**config.mk**
```make
export PLATFORM = sky130hd
export DESIGN_NAME = srk_qmul
export DESIGN_NICKNAME = d
export VERILOG_FILES = /design/src/srk_pkg.sv /design/src/srk_qmul.sv
export SDC_FILE = /design/constraint.sdc
export NUM_CORES = 2
export LEC_CHECK = 0
export ABC_AREA = 1
export BUFFER_PORTS_ARGS = -buffer_cell sky130_fd_sc_hd__buf_2
export CAP_MARGIN = 20
export CORE_AREA = 4 4 318 320
export DETAILED_ROUTE_END_ITERATION = 6
export DIE_AREA = 0 0 322 324
export SLEW_MARGIN = 40
export SYNTH_ARGS = -nofsm -noshare
export SYNTH_HDL_FRONTEND = slang
export SYNTH_SLANG_ARGS = --single-unit
export TNS_END_PERCENT = 5
```
**constraint.sdc**
```tcl
create_clock -name clk -period 9.1 [get_ports clk]
set_input_delay 0.91 -clock clk [delete_from_list [all_inputs] [get_ports clk]]
set_output_delay 0.91 -clock clk [all_outputs]
set_load 0.05 [all_outputs]
```
**src/srk_pkg.sv**
```systemverilog
// ----------------------------------------------------------------------------
// srk_pkg
// Shared types and constants for the symmetric rank-one update core.
// ----------------------------------------------------------------------------
package srk_pkg;

  localparam int Q_W       = 32;  // Q16.16 data word
  localparam int FRAC_W    = 16;  // fraction bits
  localparam int IDX_W     = 6;   // width of the item index fields
  localparam int LEN_W     = 7;   // width of the vector length register
  localparam int CFG_IDX_W = 3;   // configuration register index width

  localparam logic [Q_W-1:0] ALPHA_RESET = 32'h0001_0000;  // 1.0

  // Configuration register indexes.
  localparam logic [CFG_IDX_W-1:0] CFG_VECTOR_LENGTH = 3'd0;
  localparam logic [CFG_IDX_W-1:0] CFG_ALPHA_SCALE   = 3'd1;
  localparam logic [CFG_IDX_W-1:0] CFG_USE_LOWER     = 3'd2;
  localparam logic [CFG_IDX_W-1:0] CFG_ROW_MAJOR     = 3'd3;

  // Request commands.
  localparam logic CMD_LOAD   = 1'b0;
  localparam logic CMD_UPDATE = 1'b1;

  // Sequencer states.
  typedef enum logic [1:0] {
    ST_IDLE,
    ST_MUL_T,
    ST_MUL_P,
    ST_FIN
  } srk_state_t;

endpackage

```
**src/srk_qmul.sv**
```systemverilog
// ----------------------------------------------------------------------------
// srk_qmul
// Shared Q16.16 multiplier: floor(a*b / 2^16), saturated, into a register.
// ----------------------------------------------------------------------------
module srk_qmul (
  input  logic                          clk,
  input  logic                          en,
  input  logic signed [srk_pkg::Q_W-1:0] op_a,
  input  logic signed [srk_pkg::Q_W-1:0] op_b,
  output logic signed [srk_pkg::Q_W-1:0] q_r
);
  import srk_pkg::*;

  logic signed [2*Q_W-1:0] prod;
  logic signed [Q_W-1:0]   q_nxt;
  logic                    ovf;

  assign prod = op_a * op_b;

  // The shifted product fits when all bits above the kept word agree
  // with its sign bit; an arithmetic shift already rounds toward minus infinity.
  assign ovf = !((&prod[2*Q_W-1:Q_W+FRAC_W-1]) || !(|prod[2*Q_W-1:Q_W+FRAC_W-1]));

  always_comb begin
    if (!ovf) begin
      q_nxt = prod[Q_W+FRAC_W-1:FRAC_W];
    end else if (prod[2*Q_W-1]) begin
      q_nxt = {1'b1, {(Q_W-1){1'b0}}};
    end else begin
      q_nxt = {1'b0, {(Q_W-1){1'b1}}};
    end
  end

  always_ff @(posedge clk) begin
    if (en) begin
      q_r <= q_nxt;
    end
  end

endmodule

```
==> summary.md <==
| Metric | Value |
|---|---|
| Initial cell density of the core | `0.399` |
| Crit-path most repeated cell | `fa_1` |
| Antenna violations before repair | `12` |
| Largest net degree at the start of global routing | `33` |
| Via Count | `29.6k` |
| Metal2 WL | `approximately 55000 um` |
| DP Worst Slack | `0.117 ns` |
| Number of iterations in the first detailed-routing pass | `5` |
| Dpl hpwl | `around 98000 um` |
| Seq/Total Area, Yosys | `0.0246` |
| CTS tree | `done` |
| Final Hold Fails | `0` |
| Layout fillers | `9972` |
| Largest register FFs | `32` |
| Final setup fails | `0` |
| Commonest non-fill, non-tap cells in the layout | `inv_1, nand2_1, fa_1` |
| Startpoint type of the worst setup path | `primary input` |
| # clock sinks | `32` |
| GRT Overall Usage | `0.218` |
| Highest Signal Layer | `met4` |
| H-Tree Depth | `2` |
| Synth Cell Area | `slightly below 0.04 mm^2` |
| CTS Hold Bufs | `0` |
| EDFF count, synth | `32` |
| Hold path depth | `1` |
| Met3 wire length | `approximately 4800 um` |
| Register name with the most flops | `q_r` |
| Detailed Route Iter0 Violations | `between 1.5k and 2k` |
| Crit path buffers/inverters | `8` |
| Max clock buf depth | `2` |
| Worst path depth | `30` |
| RePlAce Congestion | `roughly 0.96` |
| Maxcap violations | `0` |
| Setup CP Type | `primary input to flop` |
| Top FF cell, synth | `edfxtp_1` |
| CTS buffer count | `5` |
| Floorplan core area | `between 0.09 and 0.1 mm^2` |
| First-pass GRT wire length | `roughly 180000 um` |
| Total congestion overflow | `0` |
| Fmax | `approximately 110 MHz` |
| Syn Area/Cell | `about 8 um^2` |
| Worst Path Required | `between 9 and 10 ns` |
| Routed WL | `108000 um` |
| Clock root buffer | `clkbuf_16` |
| Number of global-route vias before repair | `about 33k` |
| Critical Path AT | `8.82 ns` |
| Ys async rst share | `0` |
| DRT met1 WL | `~46000 um` |
| Final worst slack | `~0.30 ns` |
| Final ANT Viol Nets | `0` |
| Fin crit period | `about 8.8 ns` |
| Vert. Die Dim | `about 320 um` |
| FP Rows | `about 120` |
| Synth Net Count | `6192` |
| Area grow syn2layout | `8.14%` |
| Outcome | `finished, final reports clean` |
| Fin Setup TNS | `0 ns` |
| Relative slew slack | `0.447` |
| Netlist cell types | `40` |
| Layout cell share with drive strength beyond 1 | `0.0704` |
| Crit-path leading delay family | `adder cells` |
| Final Net Count | `6295` |
| Slew Viols, Final | `0` |
| Fin util | `0.431` |
| # IOs | `98` |
| Routed WL per cell | `between 15 and 20 um` |
| Number of synthesized register bits | `32` |
| Largest stage delay, worst path | `0.64 ns` |
| Clock Pin Slew Worst Setup and Hold Paths | `around 0.05 ns` |
| Residual DRC | `0` |
| Worst setup EP type | `flop` |
| Synth Instances | `4865` |
| Ys Warns | `0` |
| Worst-path maximum fanout | `31` |
| Die width | `322 um` |
| CP max-delay cell | `fa_1` |
| Final period utilization | `0.968` |
| Worst-margin pin slew | `approximately 0.83 ns` |
| Worst hold-check path type | `primary input to flop` |
| Commonest non-fill, non-tap cell in the layout | `inv_1` |
| Die ar. | `between 0.1 and 0.15 mm^2` |
| Vias/cell | `about 4.7` |
| RSZ-0062 raised after global routing | `false` |
| Regs by FF count | `q_r (32)` |
| Port bufs | `97` |
-- Yosys cell counts, drive strengths merged, types with 5 or more instances --
library cell / instances / area (um^2)
inv: 1551 / 5820
nand2: 1357 / 5120
fa: 1081 / 21600
clkbuf: 190 / 713
ha: 180 / 2250
nor2: 149 / 577
a21oi: 99 / 495
o21ai: 53 / 269
nand3: 51 / 265
edfxtp: 32 / 961
xor2: 29 / 254
xnor2: 16 / 140
nor3: 15 / 105
nand4: 9 / 68.8
o21bai: 9 / 71.3
buf: 8 / 86.3
o21a: 8 / 60.1
or2: 8 / 50.1
nor4: 5 / 61.3
-- path summary, 6_finish.rpt --
kind | from | endpoint | slack [ns]
setup / recovery | op_a[31] | q_r[22]$_DFFE_PP_ | 0.30
hold / removal | en | q_r[17]$_DFFE_PP_ | 1.24
-- metrics by stage --
stage / cell area (um^2) / instances / hold slack (ns)
after detailed placement: 42100 / 6246 / 1.45
after global routing: 42300 / 6264 / 1.28
final: 42300 / 6264 / 1.24
after global placement: 42100 / 6246 / 1.45
after floorplan: 39100 / 4865 / 1.02
after CTS: 42200 / 6254 / 1.24
-- logic make-up after synthesis --
logic type | count (synthesis) | share of synthesized area
AO/OA/AOI/OAI | 177 | 0.0244
XOR/XNOR | 45 | 0.0101
adder cells (fa/ha/maj) | 1261 | 0.611
buffers and inverters | 1749 | 0.169
flip-flops | 32 | 0.0246
AND/OR/NAND/NOR | 1601 | 0.161
-- layout make-up --
type | instances | area [um^2] | share of cell area
tap | 1287 | 1610 | 0.0381
timing repair buffer | 294 | 2180 | 0.0515
inverter | 1551 | 5830 | 0.138
multi-input combinational | 3084 | 31500 | 0.746
antenna | 8 | 20.0 | 0.000473
clock inverter | 3 | 37.5 | 0.000887
sequential | 32 | 961 | 0.0227
clock buffer | 5 | 125 | 0.00296
-- per-layer routing --
metal  vias to the layer above  global-route usage
met5                         -                   0
met4                         0              0.0588
met3                       150              0.0152
met2                       699               0.388
met1                     15200               0.289
li1                      13600                   -
-- timing repair --
action                                  in CTS  in global routing
setup buffers                                0                  2
gates resized for setup                      0                  6
endpoints found under the setup margin       0                 31
Power is not shown: default switching activity piles up to over one toggle a cycle in this logic, so the estimate is an artifact.
